===== src/rtl/smas_pkg.sv =====
`default_nettype none

package smas_pkg;

   localparam int SAMPLES_DEF     = 8;
   localparam int MAX_RETRIES_DEF = 3;

   localparam int RAW_W     = 12;
   localparam int HUM_W     = 14;
   localparam int RETRY_W   = 8;
   localparam int QUO_W     = 14;
   localparam int NUM_W     = RAW_W + QUO_W;
   localparam int STEP_W    = $clog2(QUO_W);
   localparam int CSR_IDX_W = 2;

   localparam logic [HUM_W-1:0] HUM_FULL = HUM_W'(10000);
   localparam logic [RAW_W-1:0] RAW_FULL = {RAW_W{1'b1}};

   localparam logic [CSR_IDX_W-1:0] CSR_DRY    = 2'd0;
   localparam logic [CSR_IDX_W-1:0] CSR_WET    = 2'd1;
   localparam logic [CSR_IDX_W-1:0] CSR_CAL_EN = 2'd2;

   typedef enum logic [1:0] {
      REQ_TICK = 2'd0,
      REQ_CONV = 2'd1,
      REQ_READ = 2'd2
   } req_kind_type;

   typedef enum logic [1:0] {
      PH_IDLE     = 2'd0,
      PH_SAMPLING = 2'd1,
      PH_COMPLETE = 2'd2
   } phase_type;

   typedef enum logic [1:0] {
      STAT_HANDLED = 2'd0,
      STAT_READ_OK = 2'd1,
      STAT_NO_DATA = 2'd2,
      STAT_IGNORED = 2'd3
   } status_type;

   typedef enum logic [2:0] {
      SEQ_IDLE = 3'd0,
      SEQ_AVG  = 3'd1,
      SEQ_MAP  = 3'd2,
      SEQ_HUM  = 3'd3,
      SEQ_DONE = 3'd4
   } seq_state_type;

endpackage

`default_nettype wire


===== src/rtl/smas_req_if.sv =====
`default_nettype none

interface smas_req_if;
   logic                        valid;
   logic                        ready;
   logic [1:0]                  req_type;
   logic                        start_ok;
   logic                        conv_ok;
   logic [smas_pkg::RAW_W-1:0]  sample_value;

   modport source (output valid, output req_type, output start_ok, output conv_ok,
                   output sample_value, input ready);
   modport sink   (input valid, input req_type, input start_ok, input conv_ok,
                   input sample_value, output ready);
endinterface

`default_nettype wire


===== src/rtl/smas_rsp_if.sv =====
`default_nettype none

interface smas_rsp_if;
   logic                          valid;
   logic                          ready;
   logic [1:0]                    status;
   logic [smas_pkg::HUM_W-1:0]    humidity_out;
   logic                          data_ready;
   logic [1:0]                    phase;
   logic [smas_pkg::RAW_W-1:0]    average_raw;
   logic [smas_pkg::RETRY_W-1:0]  retry_level;

   modport source (output valid, output status, output humidity_out, output data_ready,
                   output phase, output average_raw, output retry_level, input ready);
   modport sink   (input valid, input status, input humidity_out, input data_ready,
                   input phase, input average_raw, input retry_level, output ready);
endinterface

`default_nettype wire


===== src/rtl/soil_moisture_adc_sampler_top.sv =====
// channel    | direction | handshake           | payload
// req_chan   | in        | valid/ready         | req_type, start_ok, conv_ok, sample_value
// rsp_chan   | out       | valid/ready         | status, humidity_out, data_ready, phase,
//            |           |                     | average_raw, retry_level
// csr_*      | in        | csr_wr_en, no wait  | csr_index, csr_wdata
//
// ticks, reads and all but the last conversion of a run are handled in idle
// the last conversion runs two 14-step passes of the shared restoring
// divider (average, then humidity) plus a map and a finish state;
// the humidity pass is skipped when the calibrated clamp settles humidity
// one item at a time; req ready only in idle with the output register free
// a stalled rsp holds the output register; synchronous reset, active high

`default_nettype none

module soil_moisture_adc_sampler_top #(
   parameter int SAMPLES     = smas_pkg::SAMPLES_DEF,
   parameter int MAX_RETRIES = smas_pkg::MAX_RETRIES_DEF
) (
   input  wire                              clock,
   input  wire                              reset,
   smas_req_if.sink                         req_chan,
   smas_rsp_if.source                       rsp_chan,
   input  wire                              csr_wr_en,
   input  wire [smas_pkg::CSR_IDX_W-1:0]    csr_index,
   input  wire [smas_pkg::RAW_W-1:0]        csr_wdata
);

   localparam int RAW_W   = smas_pkg::RAW_W;
   localparam int HUM_W   = smas_pkg::HUM_W;
   localparam int RETRY_W = smas_pkg::RETRY_W;
   localparam int QUO_W   = smas_pkg::QUO_W;
   localparam int NUM_W   = smas_pkg::NUM_W;
   localparam int STEP_W  = smas_pkg::STEP_W;
   localparam int SUM_W   = $clog2(SAMPLES * (2**RAW_W - 1) + 1);
   localparam int CNT_W   = $clog2(SAMPLES + 1);

   // sequencer and block state
   smas_pkg::seq_state_type state_ff, state_in;
   smas_pkg::phase_type     phase_ff, phase_in;
   logic [RETRY_W-1:0]      fail_ff, fail_in;
   logic [SUM_W-1:0]        sum_ff, sum_in;
   logic [CNT_W-1:0]        taken_ff, taken_in;
   logic [RAW_W-1:0]        avg_ff, avg_in;
   logic [HUM_W-1:0]        hum_ff, hum_in;
   logic                    pend_ff, pend_in;

   // shared divider
   logic [RAW_W-1:0]        rem_ff, rem_in;
   logic [QUO_W-1:0]        quo_ff, quo_in;
   logic [RAW_W-1:0]        den_ff, den_in;
   logic [STEP_W-1:0]       step_ff, step_in;

   // configuration
   logic [RAW_W-1:0]        dry_ff;
   logic [RAW_W-1:0]        wet_ff;
   logic                    cal_ff;

   // output register
   logic                    rsp_valid_ff, rsp_valid_in;
   smas_pkg::status_type    rsp_status_ff, rsp_status_in;
   logic [HUM_W-1:0]        rsp_hum_ff, rsp_hum_in;
   logic                    rsp_dready_ff, rsp_dready_in;
   smas_pkg::phase_type     rsp_phase_ff, rsp_phase_in;
   logic [RAW_W-1:0]        rsp_avg_ff, rsp_avg_in;
   logic [RETRY_W-1:0]      rsp_retry_ff, rsp_retry_in;

   logic                    accept;
   logic                    out_free;
   logic                    last_sample;
   logic [SUM_W-1:0]        sum_add;
   logic [CNT_W-1:0]        taken_inc;
   logic [RETRY_W-1:0]      fail_inc;
   logic                    fail_hit;
   logic [NUM_W-1:0]        num_avg;
   logic [RAW_W:0]          trial;
   logic [RAW_W:0]          trial_diff;
   logic                    trial_ge;
   logic [QUO_W-1:0]        quo_next;
   logic [RAW_W-1:0]        rem_next;
   logic                    div_last;
   logic                    above_dry;
   logic                    below_wet;
   logic                    clamp;
   logic [RAW_W-1:0]        map_diff;
   logic [RAW_W-1:0]        map_den;
   logic [NUM_W-1:0]        prod;
   logic                    rsp_load;
   smas_pkg::status_type    item_status;
   logic [HUM_W-1:0]        item_hum;

   assign out_free = !rsp_valid_ff || rsp_chan.ready;
   assign req_chan.ready = (state_ff == smas_pkg::SEQ_IDLE) && out_free;
   assign accept = req_chan.valid && req_chan.ready;

   assign sum_add     = sum_ff + SUM_W'(req_chan.sample_value);
   assign taken_inc   = taken_ff + 1'b1;
   assign last_sample = taken_inc >= CNT_W'(SAMPLES);
   assign fail_inc    = fail_ff + 1'b1;
   assign fail_hit    = fail_inc >= RETRY_W'(MAX_RETRIES);
   assign num_avg     = NUM_W'(sum_add);

   // one restoring step
   assign trial      = {rem_ff, quo_ff[QUO_W-1]};
   assign trial_ge   = trial >= {1'b0, den_ff};
   assign trial_diff = trial - {1'b0, den_ff};
   assign rem_next   = trial_ge ? trial_diff[RAW_W-1:0] : trial[RAW_W-1:0];
   assign quo_next   = {quo_ff[QUO_W-2:0], trial_ge};
   assign div_last   = step_ff == STEP_W'(QUO_W - 1);

   // humidity mapping operands
   assign above_dry = avg_ff >= dry_ff;
   assign below_wet = avg_ff <= wet_ff;
   assign clamp     = cal_ff && (above_dry || below_wet);
   assign map_diff  = cal_ff ? (dry_ff - avg_ff) : avg_ff;
   assign map_den   = cal_ff ? (dry_ff - wet_ff) : smas_pkg::RAW_FULL;
   assign prod      = NUM_W'(map_diff) * NUM_W'(smas_pkg::HUM_FULL);

   always_comb begin
      state_in = state_ff;
      case (state_ff)
         smas_pkg::SEQ_IDLE: begin
            if (accept && req_chan.req_type == smas_pkg::REQ_CONV &&
                phase_ff == smas_pkg::PH_SAMPLING && req_chan.conv_ok && last_sample) begin
               state_in = smas_pkg::SEQ_AVG;
            end
         end
         smas_pkg::SEQ_AVG: begin
            if (div_last) begin
               state_in = smas_pkg::SEQ_MAP;
            end
         end
         smas_pkg::SEQ_MAP: begin
            if (clamp) begin
               state_in = smas_pkg::SEQ_DONE;
            end else begin
               state_in = smas_pkg::SEQ_HUM;
            end
         end
         smas_pkg::SEQ_HUM: begin
            if (div_last) begin
               state_in = smas_pkg::SEQ_DONE;
            end
         end
         smas_pkg::SEQ_DONE: begin
            if (out_free) begin
               state_in = smas_pkg::SEQ_IDLE;
            end
         end
         default: state_in = smas_pkg::SEQ_IDLE;
      endcase
   end

   always_comb begin
      phase_in      = phase_ff;
      fail_in       = fail_ff;
      sum_in        = sum_ff;
      taken_in      = taken_ff;
      avg_in        = avg_ff;
      hum_in        = hum_ff;
      pend_in       = pend_ff;
      rem_in        = rem_ff;
      quo_in        = quo_ff;
      den_in        = den_ff;
      step_in       = step_ff;
      rsp_valid_in  = rsp_valid_ff && !rsp_chan.ready;
      rsp_status_in = rsp_status_ff;
      rsp_hum_in    = rsp_hum_ff;
      rsp_dready_in = rsp_dready_ff;
      rsp_phase_in  = rsp_phase_ff;
      rsp_avg_in    = rsp_avg_ff;
      rsp_retry_in  = rsp_retry_ff;
      rsp_load      = 1'b0;
      item_status   = smas_pkg::STAT_IGNORED;
      item_hum      = '0;
      case (state_ff)
         smas_pkg::SEQ_IDLE: begin
            if (accept) begin
               rsp_load = 1'b1;
               case (req_chan.req_type)
                  smas_pkg::REQ_TICK: begin
                     if (phase_ff == smas_pkg::PH_IDLE) begin
                        item_status = smas_pkg::STAT_HANDLED;
                        if (req_chan.start_ok) begin
                           phase_in = smas_pkg::PH_SAMPLING;
                           fail_in  = '0;
                           sum_in   = '0;
                           taken_in = '0;
                        end else if (fail_hit) begin
                           fail_in  = '0;
                           phase_in = smas_pkg::PH_IDLE;
                           pend_in  = 1'b0;
                        end else begin
                           fail_in = fail_inc;
                        end
                     end else if (phase_ff == smas_pkg::PH_COMPLETE) begin
                        item_status = smas_pkg::STAT_HANDLED;
                        if (!pend_ff) begin
                           phase_in = smas_pkg::PH_IDLE;
                        end
                     end
                  end
                  smas_pkg::REQ_CONV: begin
                     if (phase_ff == smas_pkg::PH_SAMPLING) begin
                        item_status = smas_pkg::STAT_HANDLED;
                        if (req_chan.conv_ok) begin
                           if (last_sample) begin
                              rsp_load = 1'b0;
                              rem_in   = num_avg[NUM_W-1:QUO_W];
                              quo_in   = num_avg[QUO_W-1:0];
                              den_in   = RAW_W'(SAMPLES);
                              step_in  = '0;
                              sum_in   = '0;
                              taken_in = '0;
                           end else begin
                              sum_in   = sum_add;
                              taken_in = taken_inc;
                           end
                        end else begin
                           sum_in   = '0;
                           taken_in = '0;
                           phase_in = smas_pkg::PH_IDLE;
                           if (fail_hit) begin
                              fail_in = '0;
                              pend_in = 1'b0;
                           end else begin
                              fail_in = fail_inc;
                           end
                        end
                     end
                  end
                  smas_pkg::REQ_READ: begin
                     if (pend_ff) begin
                        item_status = smas_pkg::STAT_READ_OK;
                        item_hum    = hum_ff;
                        pend_in     = 1'b0;
                     end else begin
                        item_status = smas_pkg::STAT_NO_DATA;
                     end
                  end
                  default: ;
               endcase
               if (rsp_load) begin
                  rsp_valid_in  = 1'b1;
                  rsp_status_in = item_status;
                  rsp_hum_in    = item_hum;
                  rsp_dready_in = pend_in;
                  rsp_phase_in  = phase_in;
                  rsp_avg_in    = avg_ff;
                  rsp_retry_in  = fail_in;
               end
            end
         end
         smas_pkg::SEQ_AVG: begin
            rem_in  = rem_next;
            quo_in  = quo_next;
            step_in = step_ff + 1'b1;
            if (div_last) begin
               avg_in = quo_next[RAW_W-1:0];
            end
         end
         smas_pkg::SEQ_MAP: begin
            if (cal_ff && above_dry) begin
               hum_in = '0;
            end else if (cal_ff && below_wet) begin
               hum_in = smas_pkg::HUM_FULL;
            end else begin
               rem_in  = prod[NUM_W-1:QUO_W];
               quo_in  = prod[QUO_W-1:0];
               den_in  = map_den;
               step_in = '0;
            end
         end
         smas_pkg::SEQ_HUM: begin
            rem_in  = rem_next;
            quo_in  = quo_next;
            step_in = step_ff + 1'b1;
            if (div_last) begin
               hum_in = quo_next;
            end
         end
         smas_pkg::SEQ_DONE: begin
            if (out_free) begin
               pend_in       = 1'b1;
               phase_in      = smas_pkg::PH_COMPLETE;
               fail_in       = '0;
               rsp_valid_in  = 1'b1;
               rsp_status_in = smas_pkg::STAT_HANDLED;
               rsp_hum_in    = '0;
               rsp_dready_in = 1'b1;
               rsp_phase_in  = smas_pkg::PH_COMPLETE;
               rsp_avg_in    = avg_ff;
               rsp_retry_in  = '0;
            end
         end
         default: ;
      endcase
   end

   always_ff @(posedge clock) begin
      if (reset) begin
         state_ff     <= smas_pkg::SEQ_IDLE;
         phase_ff     <= smas_pkg::PH_IDLE;
         fail_ff      <= '0;
         sum_ff       <= '0;
         taken_ff     <= '0;
         avg_ff       <= '0;
         hum_ff       <= '0;
         pend_ff      <= 1'b0;
         rsp_valid_ff <= 1'b0;
      end else begin
         state_ff     <= state_in;
         phase_ff     <= phase_in;
         fail_ff      <= fail_in;
         sum_ff       <= sum_in;
         taken_ff     <= taken_in;
         avg_ff       <= avg_in;
         hum_ff       <= hum_in;
         pend_ff      <= pend_in;
         rsp_valid_ff <= rsp_valid_in;
      end
   end

   always_ff @(posedge clock) begin
      rem_ff        <= rem_in;
      quo_ff        <= quo_in;
      den_ff        <= den_in;
      step_ff       <= step_in;
      rsp_status_ff <= rsp_status_in;
      rsp_hum_ff    <= rsp_hum_in;
      rsp_dready_ff <= rsp_dready_in;
      rsp_phase_ff  <= rsp_phase_in;
      rsp_avg_ff    <= rsp_avg_in;
      rsp_retry_ff  <= rsp_retry_in;
   end

   always_ff @(posedge clock) begin
      if (reset) begin
         dry_ff <= '0;
         wet_ff <= '0;
         cal_ff <= 1'b0;
      end else if (csr_wr_en) begin
         case (csr_index)
            smas_pkg::CSR_DRY:    dry_ff <= csr_wdata;
            smas_pkg::CSR_WET:    wet_ff <= csr_wdata;
            smas_pkg::CSR_CAL_EN: cal_ff <= csr_wdata[0];
            default: ;
         endcase
      end
   end

   assign rsp_chan.valid        = rsp_valid_ff;
   assign rsp_chan.status       = rsp_status_ff;
   assign rsp_chan.humidity_out = rsp_hum_ff;
   assign rsp_chan.data_ready   = rsp_dready_ff;
   assign rsp_chan.phase        = rsp_phase_ff;
   assign rsp_chan.average_raw  = rsp_avg_ff;
   assign rsp_chan.retry_level  = rsp_retry_ff;

endmodule

`default_nettype wire


===== src/flat_wrapper.sv =====
// flat-port wrapper written by rule: the top's interface ports become plain ports
module soil_moisture_adc_sampler_top_flat 
#(
   parameter int SAMPLES     = smas_pkg::SAMPLES_DEF,
   parameter int MAX_RETRIES = smas_pkg::MAX_RETRIES_DEF
)
  (clock, reset, csr_wr_en, csr_index, csr_wdata, req_chan_valid, req_chan_req_type, req_chan_start_ok, req_chan_conv_ok, req_chan_sample_value, req_chan_ready, rsp_chan_valid, rsp_chan_status, rsp_chan_humidity_out, rsp_chan_data_ready, rsp_chan_phase, rsp_chan_average_raw, rsp_chan_retry_level, rsp_chan_ready);
  smas_req_if req_chan_i ();
  smas_rsp_if rsp_chan_i ();
  input  wire clock;
  input  wire reset;
  input  wire csr_wr_en;
  input  wire [smas_pkg::CSR_IDX_W-1:0] csr_index;
  input  wire [smas_pkg::RAW_W-1:0] csr_wdata;
  input wire logic [$bits(req_chan_i.valid)-1:0] req_chan_valid;
  input wire logic [$bits(req_chan_i.req_type)-1:0] req_chan_req_type;
  input wire logic [$bits(req_chan_i.start_ok)-1:0] req_chan_start_ok;
  input wire logic [$bits(req_chan_i.conv_ok)-1:0] req_chan_conv_ok;
  input wire logic [$bits(req_chan_i.sample_value)-1:0] req_chan_sample_value;
  output wire logic [$bits(req_chan_i.ready)-1:0] req_chan_ready;
  output wire logic [$bits(rsp_chan_i.valid)-1:0] rsp_chan_valid;
  output wire logic [$bits(rsp_chan_i.status)-1:0] rsp_chan_status;
  output wire logic [$bits(rsp_chan_i.humidity_out)-1:0] rsp_chan_humidity_out;
  output wire logic [$bits(rsp_chan_i.data_ready)-1:0] rsp_chan_data_ready;
  output wire logic [$bits(rsp_chan_i.phase)-1:0] rsp_chan_phase;
  output wire logic [$bits(rsp_chan_i.average_raw)-1:0] rsp_chan_average_raw;
  output wire logic [$bits(rsp_chan_i.retry_level)-1:0] rsp_chan_retry_level;
  input wire logic [$bits(rsp_chan_i.ready)-1:0] rsp_chan_ready;
  assign req_chan_i.valid = req_chan_valid;
  assign req_chan_i.req_type = req_chan_req_type;
  assign req_chan_i.start_ok = req_chan_start_ok;
  assign req_chan_i.conv_ok = req_chan_conv_ok;
  assign req_chan_i.sample_value = req_chan_sample_value;
  assign req_chan_ready = req_chan_i.ready;
  assign rsp_chan_valid = rsp_chan_i.valid;
  assign rsp_chan_status = rsp_chan_i.status;
  assign rsp_chan_humidity_out = rsp_chan_i.humidity_out;
  assign rsp_chan_data_ready = rsp_chan_i.data_ready;
  assign rsp_chan_phase = rsp_chan_i.phase;
  assign rsp_chan_average_raw = rsp_chan_i.average_raw;
  assign rsp_chan_retry_level = rsp_chan_i.retry_level;
  assign rsp_chan_i.ready = rsp_chan_ready;
  soil_moisture_adc_sampler_top #(.SAMPLES(SAMPLES), .MAX_RETRIES(MAX_RETRIES)) u_core (.clock(clock), .reset(reset), .req_chan(req_chan_i), .rsp_chan(rsp_chan_i), .csr_wr_en(csr_wr_en), .csr_index(csr_index), .csr_wdata(csr_wdata));
endmodule

===== config.mk =====
export PLATFORM = sky130hd
export DESIGN_NAME = soil_moisture_adc_sampler_top_flat
export DESIGN_NICKNAME = d
export VERILOG_FILES = /design/src/rtl/smas_pkg.sv /design/src/rtl/smas_req_if.sv /design/src/rtl/smas_rsp_if.sv /design/src/rtl/soil_moisture_adc_sampler_top.sv /design/src/flat_wrapper.sv
export SDC_FILE = /design/constraint.sdc
export NUM_CORES = 1
export LEC_CHECK = 0
export ABC_AREA = 1
export BUFFER_PORTS_ARGS = -buffer_cell sky130_fd_sc_hd__buf_2
export CORE_UTILIZATION = 55
export CTS_CLUSTER_DIAMETER = 30
export DETAILED_ROUTE_END_ITERATION = 10
export PLACE_DENSITY = 0.74
export SYNTH_ARGS = -nofsm -noshare
export SYNTH_HDL_FRONTEND = slang
export SYNTH_SLANG_ARGS = --single-unit

===== constraint.sdc =====
create_clock -name clock -period 12.7 [get_ports clock]
set_clock_uncertainty 0.05 [all_clocks]
set_input_delay 1.905 -clock clock [delete_from_list [all_inputs] [get_ports clock]]
set_output_delay 1.905 -clock clock [all_outputs]
set_load 0.01 [all_outputs]

==> metrics.yaml <==
drc: 0
dieWidth_um: 148
cts.sinks: 166
period_share: 0.491
slew_headroom: 0.384
grt_pass1_wl_mm: 47.2
whs_path_depth: 2
grt_pass1_vias: 9476
ant_nets: 0
via_count: 10200
dp_hpwl_mm: 22.5
grt_antenna_before_repair: 0
dp_cells: 1844
status: "complete, no violations"
synth_edf_count: 81
num_antenna_cells: 0
rr_worst_depth: 27
finalSetupViolCount: 0
async_flop_share: 0
worst_pin_slew_ns: 0.921
port_buffers: 75
avgViaCountPerCell: 5.43
wirelength_mm: 29.2
firstDrtPassIters: 5
ctsResizeCount: 0
ir_worst_vdd_uv: 88.7
reg2reg_slack_ns: 6.47
grt_usage: 0.274
finalHoldViolCount: 0
cp-start-kind: "flip-flop"
setup_tns_ns: 0
core_um2: 21000
leakage_nw: 6.37
seq_area_frac_synth: 0.352
fin_cells: 1876
critical_path.endpoint_type: "flip-flop"
syn_inst: 1526
num-nets-final: 1772
cp.required_ns: 12.84
cts_max_path_buffers: 2
wl_per_cell_um: 15.5
clk_pin_slew_ns: 0.07
cap_violations: 0
crit_fanout: 5
synth_area_um2: 11800
rows: 53
synthFlopType: "dfxtp_1"
tritoncts: "built"
min_period_ns: 6.23
worst_ep_arrival_time_ns: 6.37
hold_class: "flip-flop to flip-flop"
rsz0062_at_grt: "false"
cts-hold-fix-buffers: 0
yosysWarnings: 0
h-tree-depth: 4
max_freq_ghz: 0.160
synthToLayoutAreaGrowth_pct: 10.4
num_io_pins: 76
ys_seq_elements: 166
die_h_um: 148
syn_avg_cell_area_um2: 7.70
drv_slew: 0
initial_core_util: 0.561
criticalPathCategory: "flip-flop to flip-flop"
drive_above_1_share: 0.0849
grt.overflow.total: 0
drt_first_iter_violations: 715
ctsRootBufferMaster: "clkbuf_16"
synth_cell_types: 48
numCtsBuffers: 17
syn-num-nets: 1710
die_area_um2: 22000
power_density_nw_per_um2: 103
fillers: 1892
finalWeightedCongestion: 0.941
post-cts-setup-buffers: 0
grt_max_degree: 49
worstSkewPairLatency_ns: 0.44
-- report_power, final --
part / internal, W / switching, W
logic: 0.0000754 / 0.000137
clock network: 0.000288 / 0.000263
registers: 0.000573 / 0.00000731
-- registers in the layout, summed over array words and instances, names as in the netlist, 8 cells and up --
signal	cells
u_core.rsp_chan.humidity_out	14
u_core.rem_ff	12
u_core.quo_ff	14
u_core.wet_ff	12
u_core.dry_ff	12
u_core.avg_ff	12
u_core.rsp_chan.retry_level	8
u_core.sum_ff	15
u_core.rsp_chan.average_raw	12
u_core.fail_ff	8
u_core.den_ff	12
u_core.hum_ff	14
-- layout by cell type, fill, tap and decap left out, types with 7 or more instances in the layout --
cell,count
nand2_1,293
inv_1,262
a21oi_1,145
ha_1,125
nor2_1,119
o21ai_0,103
nand3_1,102
dfxtp_1,85
edfxtp_1,81
buf_2,75
fa_1,24
xor2_1,23
clkbuf_16,17
nor3_1,16
xnor2_1,13
nand4_1,12
a31oi_1,10
a21o_1,9
o211ai_1,7
or2_2,7
-- kinds of logic after synthesis --
| group | synth area share |
|---|---|
| xor+xnor | 0.0268 |
| fa+ha+maj | 0.174 |
| flops | 0.352 |
| compound gates | 0.141 |
| buf+inv | 0.0991 |
| simple gates | 0.208 |
-- per-layer routing --
layer | vias up | track usage | wire, um
met5 | - | 0 | 0
met4 | 0 | 0.0706 | 440
met3 | 25 | 0.0396 | 1540
met2 | 274 | 0.444 | 13200
met1 | 4729 | 0.384 | 13900
li1 | 5166 | - | -
-- critical path, cell delays in order, from the launching register on --
cell and delay (ns):
dfxtp_1 0.41, ha_1 0.20, inv_1 0.08, fa_1 0.41
nand3_1 0.09, nand3_1 0.16, a21oi_1 0.27, xnor2_1 0.10
o21ai_0 0.46, inv_1 0.20, ha_1 0.33, inv_1 0.05
xor2_1 0.16, ha_1 0.29, inv_1 0.05, fa_1 0.53
inv_1 0.05, ha_1 0.29, ha_1 0.29, ha_1 0.35
a21oi_1 0.27, inv_1 0.07, a21oi_1 0.22, inv_1 0.07
a211oi_1 0.30, nand3_1 0.11, nand3_1 0.09, nand2_1 0.05
-- path summary, 6_finish.rpt --
path,start,to
worst min register to register,u_core.hum_ff[13],u_core.hum_ff[13]
worst max-delay path,u_core.avg_ff[0],u_core.rem_ff[10]
worst max register to register,u_core.avg_ff[0],u_core.rem_ff[10]
worst min-delay path,u_core.hum_ff[13],u_core.hum_ff[13]
-- Yosys cell counts (all sizes together), types with 2 or more instances --
master / instances / area share
nand2: 296 / 0.096
inv: 264 / 0.084
a21oi: 145 / 0.062
ha: 125 / 0.13
nor2: 124 / 0.042
nand3: 103 / 0.044
o21ai: 103 / 0.044
dfxtp: 85 / 0.14
edfxtp: 81 / 0.21
clkbuf: 24 / 0.0077
fa: 24 / 0.041
xor2: 23 / 0.017
nor3: 19 / 0.0099
buf: 14 / 0.0068
xnor2: 13 / 0.0097
nand4: 12 / 0.0064
a31oi: 10 / 0.0053
a21o: 9 / 0.0057
o211ai: 7 / 0.0045
or2: 7 / 0.0037
o21bai: 6 / 0.0038
nand3b: 5 / 0.0032
o21a: 3 / 0.0019
o22ai: 3 / 0.0016
o31ai: 3 / 0.0019
a211oi: 2 / 0.0013
a21boi: 2 / 0.0013
a221oi: 2 / 0.0015
a22o: 2 / 0.0015
o221ai: 2 / 0.0015
-- per-stage QoR --
stage,hold WS [ns],utilization,cell area (um2),worst slack [ns],total power (W)
after floorplan,0.384,-,11800,7.12,0.000742
after global placement,0.395,0.589,12300,6.63,0.000799
after detailed placement,0.402,0.589,12300,6.55,0.000801
after CTS,0.416,0.619,13000,6.53,0.00135
after global routing,0.434,0.619,13000,5.99,0.00140
final,0.417,0.619,13000,6.47,0.00134
-- layout make-up --
| type | count | area (um2) | share of cell area |
|---|---|---|---|
| clock inverters | 15 | 206 | 0.0159 |
| multi-input cells | 1057 | 6450 | 0.497 |
| clock buffers | 17 | 425 | 0.0328 |
| repair buffers | 81 | 420 | 0.0324 |
| flip-flops and latches | 166 | 4130 | 0.319 |
| inverters | 265 | 995 | 0.0766 |
| well taps | 275 | 344 | 0.0265 |
Note: power is estimated with default switching activity, not from simulation.
